<file path="src/hw/rtl/tllt_pkg.sv">
// ----------------------------------------------------------------------------
// Type list line tokenizer package
// Character codes, parser states, mark codes and the context structs.
// ----------------------------------------------------------------------------
`default_nettype none

package tllt_pkg;

	localparam int unsigned LEN_W = 12;

	// Reset value of the token length limit: line buffer of 4096 less one.
	localparam logic [LEN_W-1:0] MAX_LEN_RESET = LEN_W'(4096 - 1);

	localparam logic [7:0] CH_HASH  = 8'h23;
	localparam logic [7:0] CH_SPACE = 8'h20;
	localparam logic [7:0] CH_COMMA = 8'h2C;
	localparam logic [7:0] CH_CR    = 8'h0D;
	localparam logic [7:0] CH_LF    = 8'h0A;

	localparam logic [1:0] CLS_NONE  = 2'd0;
	localparam logic [1:0] CLS_NAME  = 2'd1;
	localparam logic [1:0] CLS_VALUE = 2'd2;

	localparam logic [1:0] TEND_NONE  = 2'd0;
	localparam logic [1:0] TEND_NAME  = 2'd1;
	localparam logic [1:0] TEND_VALUE = 2'd2;

	typedef enum logic [2:0] {
		ST_LINE    = 3'd0,
		ST_NAME    = 3'd1,
		ST_GAP     = 3'd2,
		ST_VALUE   = 3'd3,
		ST_VGAP    = 3'd4,
		ST_COMMENT = 3'd5
	} parse_state_t;

	// Parser context carried from one byte to the next.
	typedef struct packed {
		parse_state_t     state;
		logic [LEN_W-1:0] len;
		logic             err;
	} ctx_t;

	// Marks produced for one byte.
	typedef struct packed {
		logic [1:0] cls;
		logic       start;
		logic [1:0] tend;
		logic       rend;
		logic       err;
	} marks_t;

endpackage

`default_nettype wire

</file>
<file path="src/hw/rtl/type_list_line_tokenizer.sv">
// ----------------------------------------------------------------------------
// Type list line tokenizer
// Streams a type list text one byte per beat and marks names and values.
// ----------------------------------------------------------------------------
//
//   Channel   Direction  Handshake            Payload
//   in        sink       in_valid / in_stall   in_byte
//   out       source     out_valid / out_stall out_byte, char_class,
//                                              token_start, token_end,
//                                              record_end, parse_error
//   cfg       sink       cfg_wr_en             cfg_wr_data (token limit)
//
// One byte is taken every cycle while the output side keeps up; each input
// beat gives exactly one output beat, after it has passed through the
// input register and then the result register; the parser context is
// updated as a byte moves from one to the other.
// Reset clears the valid flags, the parser context and restores the limit.
// An output stall holds the result register; a byte may still be taken into
// the input register while the result waits, so in_stall rises only when
// both registers are full and the output is stalled.
//
// ----------------------------------------------------------------------------
`default_nettype none

module type_list_line_tokenizer
	import tllt_pkg::*;
(
	input  logic             clk,
	input  logic             arst_n,

	input  logic             in_valid,
	output logic             in_stall,
	input  logic [7:0]       in_byte,

	output logic             out_valid,
	input  logic             out_stall,
	output logic [7:0]       out_byte,
	output logic [1:0]       char_class,
	output logic             token_start,
	output logic [1:0]       token_end,
	output logic             record_end,
	output logic             parse_error,

	input  logic             cfg_wr_en,
	input  logic [LEN_W-1:0] cfg_wr_data
);

	// Pipeline control.
	logic             valid_s1;
	logic             valid_s2;
	logic             s2_free;
	logic             s1_ready;
	logic             s1_fire;

	// Payload registers.
	logic [7:0]       byte_s1;
	logic [7:0]       byte_s2;
	marks_t           marks_s2;

	// Parser context and the token limit.
	ctx_t             ctx_q;
	ctx_t             ctx_nxt;
	marks_t           marks;
	logic [LEN_W-1:0] max_len_q;

	// The result register can load when it is empty or is being emptied.
	assign s2_free  = !valid_s2 || !out_stall;
	assign s1_fire  = valid_s1 && s2_free;
	assign s1_ready = !valid_s1 || s2_free;
	assign in_stall = !s1_ready;

	always_ff @(posedge clk or negedge arst_n) begin
		if (!arst_n) begin
			valid_s1 <= 1'b0;
		end else if (s1_ready) begin
			valid_s1 <= in_valid;
		end
	end

	always_ff @(posedge clk) begin
		if (s1_ready && in_valid) begin
			byte_s1 <= in_byte;
		end
	end

	// The user must write the limit only while nothing is in flight; the block does not enforce it.
	always_ff @(posedge clk or negedge arst_n) begin
		if (!arst_n) begin
			max_len_q <= MAX_LEN_RESET;
		end else if (cfg_wr_en) begin
			max_len_q <= cfg_wr_data;
		end
	end

	tllt_step u_step (
		.ctx     (ctx_q),
		.ch      (byte_s1),
		.max_len (max_len_q),
		.ctx_nxt (ctx_nxt),
		.marks   (marks)
	);

	// The context advances exactly once per byte, as it enters the result
	// register, so the next byte in the input register sees it at once.
	always_ff @(posedge clk or negedge arst_n) begin
		if (!arst_n) begin
			ctx_q <= '{state: ST_LINE, len: '0, err: 1'b0};
		end else if (s1_fire) begin
			ctx_q <= ctx_nxt;
		end
	end

	always_ff @(posedge clk or negedge arst_n) begin
		if (!arst_n) begin
			valid_s2 <= 1'b0;
		end else if (s2_free) begin
			valid_s2 <= valid_s1;
		end
	end

	always_ff @(posedge clk) begin
		if (s1_fire) begin
			byte_s2  <= byte_s1;
			marks_s2 <= marks;
		end
	end

	assign out_valid   = valid_s2;
	assign out_byte    = byte_s2;
	assign char_class  = marks_s2.cls;
	assign token_start = marks_s2.start;
	assign token_end   = marks_s2.tend;
	assign record_end  = marks_s2.rend;
	assign parse_error = marks_s2.err;

endmodule

`default_nettype wire

</file>
<file path="src/hw/rtl/tllt_step.sv">
// ----------------------------------------------------------------------------
// Tokenizer step
// Next context and output marks for one text byte.
// ----------------------------------------------------------------------------
`default_nettype none

module tllt_step
	import tllt_pkg::*;
(
	input  ctx_t             ctx,
	input  logic [7:0]       ch,
	input  logic [LEN_W-1:0] max_len,
	output ctx_t             ctx_nxt,
	output marks_t           marks
);

	logic   eol;
	logic   len_hit;
	logic   fail;
	ctx_t   nxt;
	marks_t mk;

	assign eol     = (ch == CH_CR) || (ch == CH_LF);
	assign len_hit = ctx.len >= max_len;

	always_comb begin
		nxt  = ctx;
		mk   = '0;
		fail = 1'b0;
		case (ctx.state)
			ST_LINE: begin
				if (ch == CH_HASH) begin
					nxt.state = ST_COMMENT;
				end else if (!eol) begin
					mk.cls    = CLS_NAME;
					mk.start  = 1'b1;
					nxt.len   = LEN_W'(1);
					nxt.state = ST_NAME;
				end
			end
			ST_NAME: begin
				if (ch == CH_SPACE) begin
					mk.tend   = TEND_NAME;
					nxt.state = ST_GAP;
				end else if (eol || len_hit) begin
					fail = 1'b1;
				end else begin
					mk.cls  = CLS_NAME;
					nxt.len = ctx.len + LEN_W'(1);
				end
			end
			ST_GAP: begin
				if (eol) begin
					fail = 1'b1;
				end else if (ch != CH_SPACE) begin
					mk.cls    = CLS_VALUE;
					mk.start  = 1'b1;
					nxt.len   = LEN_W'(1);
					nxt.state = ST_VALUE;
				end
			end
			ST_VALUE: begin
				if ((ch == CH_SPACE) || (ch == CH_COMMA)) begin
					mk.tend   = TEND_VALUE;
					nxt.state = ST_VGAP;
				end else if (eol) begin
					mk.tend   = TEND_VALUE;
					mk.rend   = 1'b1;
					nxt.state = ST_LINE;
				end else if (len_hit) begin
					fail = 1'b1;
				end else begin
					mk.cls  = CLS_VALUE;
					nxt.len = ctx.len + LEN_W'(1);
				end
			end
			ST_VGAP: begin
				if (eol) begin
					mk.rend   = 1'b1;
					nxt.state = ST_LINE;
				end else if ((ch != CH_SPACE) && (ch != CH_COMMA)) begin
					mk.cls    = CLS_VALUE;
					mk.start  = 1'b1;
					nxt.len   = LEN_W'(1);
					nxt.state = ST_VALUE;
				end
			end
			ST_COMMENT: begin
				if (eol) begin
					nxt.state = ST_LINE;
				end
			end
			default: begin
				fail = 1'b1;
			end
		endcase

		// A failing byte carries no token marks and only sets the error flag.
		if (fail) begin
			nxt     = ctx;
			nxt.err = 1'b1;
			mk      = '0;
		end

		// Once in error the parser is frozen.
		if (ctx.err) begin
			nxt = ctx;
			mk  = '0;
		end

		mk.err = nxt.err;
	end

	assign ctx_nxt = nxt;
	assign marks   = mk;

endmodule

`default_nettype wire

</file>
<file path="config.mk">
export PLATFORM = sky130hd
export DESIGN_NAME = type_list_line_tokenizer
export DESIGN_NICKNAME = d
export VERILOG_FILES = /design/src/hw/rtl/tllt_pkg.sv /design/src/hw/rtl/type_list_line_tokenizer.sv /design/src/hw/rtl/tllt_step.sv
export SDC_FILE = /design/constraint.sdc
export NUM_CORES = 1
export LEC_CHECK = 0
export BUFFER_PORTS_ARGS = -buffer_cell sky130_fd_sc_hd__buf_2
export CAP_MARGIN = 20
export CORE_MARGIN = 1.5
export CORE_UTILIZATION = 40
export CTS_CLUSTER_SIZE = 20
export DETAILED_ROUTE_END_ITERATION = 8
export HOLD_SLACK_MARGIN = 0.08
export SLEW_MARGIN = 20
export SYNTH_ARGS = -nofsm -noshare
export SYNTH_HDL_FRONTEND = slang
export SYNTH_SLANG_ARGS = --single-unit
</file>
<file path="constraint.sdc">
create_clock -name clk -period 5.1 [get_ports clk]
set_input_delay 0.51 -clock clk [delete_from_list [all_inputs] [get_ports clk]]
set_output_delay 0.51 -clock clk [all_outputs]
set_load 0.1 [all_outputs]
</file>
After elaboration in Yosys (flattened, before gate mapping)
Cells that the tools add are included.
Word-level totals
  output and inout port bits: 17
  register bits: 53
  input port bits: 25
  word-level logic and storage cells: 108
Cells by class
  $lt $le $gt $ge: 1
  muxes and demuxes: 46
  $add $sub $neg: 1
  eq/ne operators: 26
  bitwise operators: 2
  reduce and logical (&&, ||, !) cells: 19
Operators with widths (count)
  12-bit 2-to-1 mux: 7
  15-bit 2-to-1 mux: 4
  12-bit case mux with 5 select lines: 1
  3-bit 2-to-1 mux: 10
  8-bit by 6-bit equality test with 1-bit output, second input constant: 3
  2-bit != test, second input constant: 9
  3-bit case mux with 6 select lines: 1
  8-bit by 4-bit equality test with 1-bit output, second input constant: 2
  8-bit by 6-bit != test with 1-bit output, second input constant: 2
  15-bit AND reduction: 1
  12-bit by 1-bit adder with 12-bit output, second input constant: 1
  12-bit greater-or-equal comparator: 1
  1-bit 2-to-1 mux: 12
  2-bit 2-to-1 mux: 6
  2-bit case mux with 5 select lines: 1
  9-bit AND reduction: 1
  3-bit by 2-bit equality test with 1-bit output, second input constant: 2
  3-bit equality test, second input constant: 2
  2-bit by 1-bit != test with 1-bit output, second input constant: 3
  6-bit nonzero test: 1
  1-bit logical OR: 5
  5-bit nonzero test: 1
  1-bit zero test: 4
  1-bit case mux with 4 select lines: 1
  11 further kinds: 14

Depth between registers and ports, before layout
  depth after elaboration: 8
  depth in mapped cells: 9
  gate-level depth less buffers: 8

Modules after synthesis
Synthesis repeated with hierarchy kept, for this count alone.
Second synthesis, totals
  cell total of the unflattened synthesis: 297
  area total of the unflattened synthesis: 3181.8 um^2
By module, submodules not included
  type_list_line_tokenizer: area an instance 1879.3 um^2, cells each 89, sequential area each 1456.4 um^2, instances 1
  tllt_step: area an instance 1302.5 um^2, cells each 208, sequential area each 0.0 um^2, instances 1

Worst setup path before layout
No wires, ideal clock.
  path kind: flip-flop to flip-flop
  from: register max_len_q[5]
  to: register ctx_q[12] (netlist name)
  arrival time: 2353 ps
  library setup time: 118 ps
  cell stages (with the launch flop): 9
  slack: 2629 ps
  buffers on the path: 1
  required time: 4982 ps
  path through: dfstp_2 -> inv_1 -> ha_1 -> a2111o_1 -> o21ai_0 -> clkbuf_1 -> nand4_1 -> a22o_1 -> a21o_1
Between the ends
  word-level cells in the longest chain between the ends: 7
  elaborated cells between the ends (all ways): 12
RTL lines
  from (decl): line type_list_line_tokenizer.sv:64  | logic [LEN_W-1:0] max_len_q;
  from (signal assigned): line type_list_line_tokenizer.sv:91  | max_len_q <= cfg_wr_data;
  12-bit greater-or-equal comparator (*): line tllt_step.sv:24  | assign len_hit = ctx.len >= max_len;
  1-bit 2-to-1 mux / 1-bit logical OR (equally long branches): line tllt_step.sv:70, tllt_step.sv:45
  1-bit 2-to-1 mux, on equally long branches: line tllt_step.sv:66, tllt_step.sv:45
  1-bit 2-to-1 mux, on equally long branches: line tllt_step.sv:63, tllt_step.sv:42
  1-bit case mux with 4 select lines: line tllt_step.sv:30  | case (ctx.state)
  1-bit NOT (no source line)
  15-bit AND reduction (no source line) (*)
  to (signal assigned): line type_list_line_tokenizer.sv:107  | ctx_q <= '{state: ST_LINE, len: '0, err: 1'b0};
  to (signal assigned): line type_list_line_tokenizer.sv:109  | ctx_q <= ctx_nxt;
  to (decl): line type_list_line_tokenizer.sv:61  | ctx_t ctx_q;
Mark *: on every way between the ends. The rest lies on a longest branch, timed or not.
A chain may end at the register's enable or synchronous reset.

Worst setup path in the final report
  from: register ctx_q[15] (netlist name)
  to: register ctx_q[7] (netlist name)
Between the ends
  word-level cells in the longest chain between the ends: 5
  elaborated cells between the ends (all ways): 23
RTL lines (line)
  3-bit equality test / 3-bit zero test (equally long branches): tllt_step.sv:30
  3-bit OR reduction (no source line)
  1-bit case mux with 4 select lines: tllt_step.sv:30
  1-bit NOT (no source line)
  15-bit AND reduction (no source line)
Several ways; a longest one is shown, not always the timed one.

==> results by group <==
Outcome
  • Run status: completed

Yosys
  • Top-area cell type share of the netlist area: 23.89%
  • Post-synth top area cell: edfxtp_1
  • Post-synth EDFFs: 23
  • Yosys cell types: 63
  • YS warnings: 0
  • Syn_nets: 315
  • Ys async rst share: 56.60%
  • Ys flop type: edfxtp_1
  • Syn_area_per_cell: 10.44 um2
  • Synthesized cell area: 2892 um2
  • Synth area leaders: edfxtp_1, dfrtp_1, dfstp_2, ha_1, o21ai_0
  • FF+latch count, synth: 53
  • Sequential area share after synthesis: 50.37%
  • Cells after synthesis: 277

Die
  • Die W: 88.02 um
  • # IOs: 42
  • Row Count: 30
  • Die area: 7748 um2
  • Die H: 88.02 um
  • Starting density of the core: 41.87%
  • Standard cell core area: 6907 um2

GRT
  • Initial antenna violation count: 0
  • Global-route wire length before repair: 9742 um
  • Grt ovf: 0
  • Total GRT Usage: 16.07%
  • Vias in the first global route: 2022
  • Largest net degree at the start of global routing: 31

Finish
  • Design area: 3278 um2
  • N_diodes: 0
  • Most frequent cells in the layout: buf_2, nand2_1, o21ai_0
  • Synthesis-to-finish area growth: 13.37%
  • Nets: 353
  • Share of cells above drive strength 1: 25.00%
  • Commonest non-fill, non-tap cell in the layout: buf_2

Worst setup path
  • Startpoint types: flop
  • CP endpoint kind: flop
  • Maximum fanout along the worst path: 17
  • FF-to-FF End: ctx_q[7]$_DFFE_PN0P_
  • Crit. Startpoint: ctx_q[15]$_DFFE_PN0P_
  • RR Startpoint: ctx_q[15]$_DFFE_PN0P_
  • Capture point of the worst path: ctx_q[7]$_DFFE_PN0P_
  • Critical Path AT: 3.12 ns
  • Reg2Reg Depth: 6
  • Crit Path Class: reg -> reg
  • FF-to-FF setup slack: 2.18 ns
  • Worst Path Required: 5.30 ns

CTS
  • Post-CTS Hold Buffers: 0
  • Worst skew pair latency: 0.30 ns
  • TritonCTS clock tree: done
  • CTS resizes: 0
  • CTS H-tree depth: 2
  • CTS clock-pin slew for the worst setup and hold paths: 0.09 ns
  • Clock Root Buffer: clkbuf_8
  • CTS max path bufs: 2
  • CTS Buf Count: 5
  • Clock sinks: 53
  • Post-CTS Setup Bufs: 0

Placed design
  • Dpl cell area: 3168 um2
  • Port Buffer Count: 41
  • Post-DP HPWL: 4219 um
  • RD Place Congestion: 0.8673

Power
  • Peak supply drop: 0.0001429 V
  • Leak: 1.358 nW
  • Power density cells: 382.5 nW/um2

Hold path
  • Hold Path Class: in -> async

Timing
  • Fin. max-slew vios: 0
  • RSZ-0062 raised after global routing: no
  • Clock skew: 0.006160 ns
  • Setup violators final: 0
  • Setup TNS: 0 ns
  • Min Hold Slack: 0.2373 ns
  • Slew margin rel.: 54.61%
  • Final period utilization: 57.23%
  • F_max: 342.6 MHz
  • Worst slew pin tran: 0.6809 ns
  • Tmin final: 2.919 ns
  • Final hold vios: 0

Detailed routing
  • DRC viols: 0
  • Initial drt markers: 264
  • Detail Route Antenna Nets: 0
  • Wire per inst: 14.15 um
  • Routed WL: 5830 um
  • Post-DR vias/cell: 5.447
  • DR vias: 2244
  • Drt pass-1 iters: 4

Flow run
  • Max Cap Violations: 0
cells in the mapped netlist, drive strengths merged (6+ instances only):
cell and n:
inv 18, nand2 26, o21ai 27, nor2 14, a21oi 15, nand3 9, dfstp 12, dfrtp 18
clkbuf 6, edfxtp 23, a31oi 7, ha 13, o31ai 7, nor3 7
through the flow:
step	utilization [%]	setup WS [ns]	std cells	total power [mW]
after floorplan	-	2.629	277	0.9065
after global placement	45.87	2.291	404	0.9772
after detailed placement	45.87	2.226	404	0.9807
after CTS	47.46	2.208	412	1.266
after global routing	47.46	1.842	412	1.339
final	47.46	2.181	412	1.254
layout make-up:
cell class	instances	area, um2
clock buffer	5	68.82
sequential	53	1456
inverter	18	67.56
fill	652	3628
tap	96	120.1
timing repair buffer	42	212.7
multi-input combinational	195	1311
clock inverter	3	41.29
worst min-delay path by stage:
stage / from / end / slack (ns) / depth (start not counted)
after floorplan: arst_n / ctx_q[0]$_DFFE_PN0P_ / 0.21 / 0
after global placement: valid_s1$_DFFE_PN0N_ / out_valid$_DFFE_PN0P_ / 0.46 / 1
after detailed placement: valid_s1$_DFFE_PN0N_ / out_valid$_DFFE_PN0P_ / 0.47 / 1
after CTS: arst_n / ctx_q[5]$_DFFE_PN0P_ / 0.26 / 1
after global routing: arst_n / ctx_q[5]$_DFFE_PN0P_ / 0.28 / 1
final: arst_n / ctx_q[5]$_DFFE_PN0P_ / 0.24 / 1
kinds of logic (layout without fill, tap and decap cells):
| family | Yosys count | count (layout) | synth area share, % |
|---|---|---|---|
| compound gates | 89 | 89 | 21.59 |
| fa+ha+maj | 13 | 13 | 5.625 |
| buf+inv | 29 | 68 | 4.284 |
| flops | 53 | 53 | 50.37 |
| mux | 1 | 1 | 0.3894 |
| simple gates | 92 | 92 | 17.74 |
routing by layer:
metal	share of wire [%]	track usage [%]	vias to the layer above
li1	-	-	1115
met1	49	24.40	1054
met2	45	23.53	68
met3	5.1	3.110	7
met4	0.87	3.977	0
met5	0	0	-
flip-flops by register name, summed over array words and instances (netlist names):
| register | count |
|---|---|
| out_byte | 8 |
| out_valid | 1 |
| valid_s1 | 1 |
| token_start | 1 |
| char_class | 2 |
| byte_s1 | 8 |
| record_end | 1 |
| token_end | 2 |
| max_len_q | 12 |
| ctx_q | 16 |
| parse_error | 1 |
where the power goes:
| group | leakage [nW] | internal (mW) | switching [mW] | total, mW |
|---|---|---|---|---|
| registers | 0.582 | 0.510 | 0.0600 | 0.570 |
| clock network | 0.0518 | 0.145 | 0.135 | 0.280 |
| logic | 0.724 | 0.119 | 0.285 | 0.404 |
critical path, stage by stage, from the launching register on:
cell      delay (ns)
dfrtp_1         0.63
nand2b_1        0.56
a21oi_1         0.08
a21oi_1         0.17
nand4_1         0.52
or2_1           0.52
o41ai_1         0.33
(Power assumes the default switching activity.)
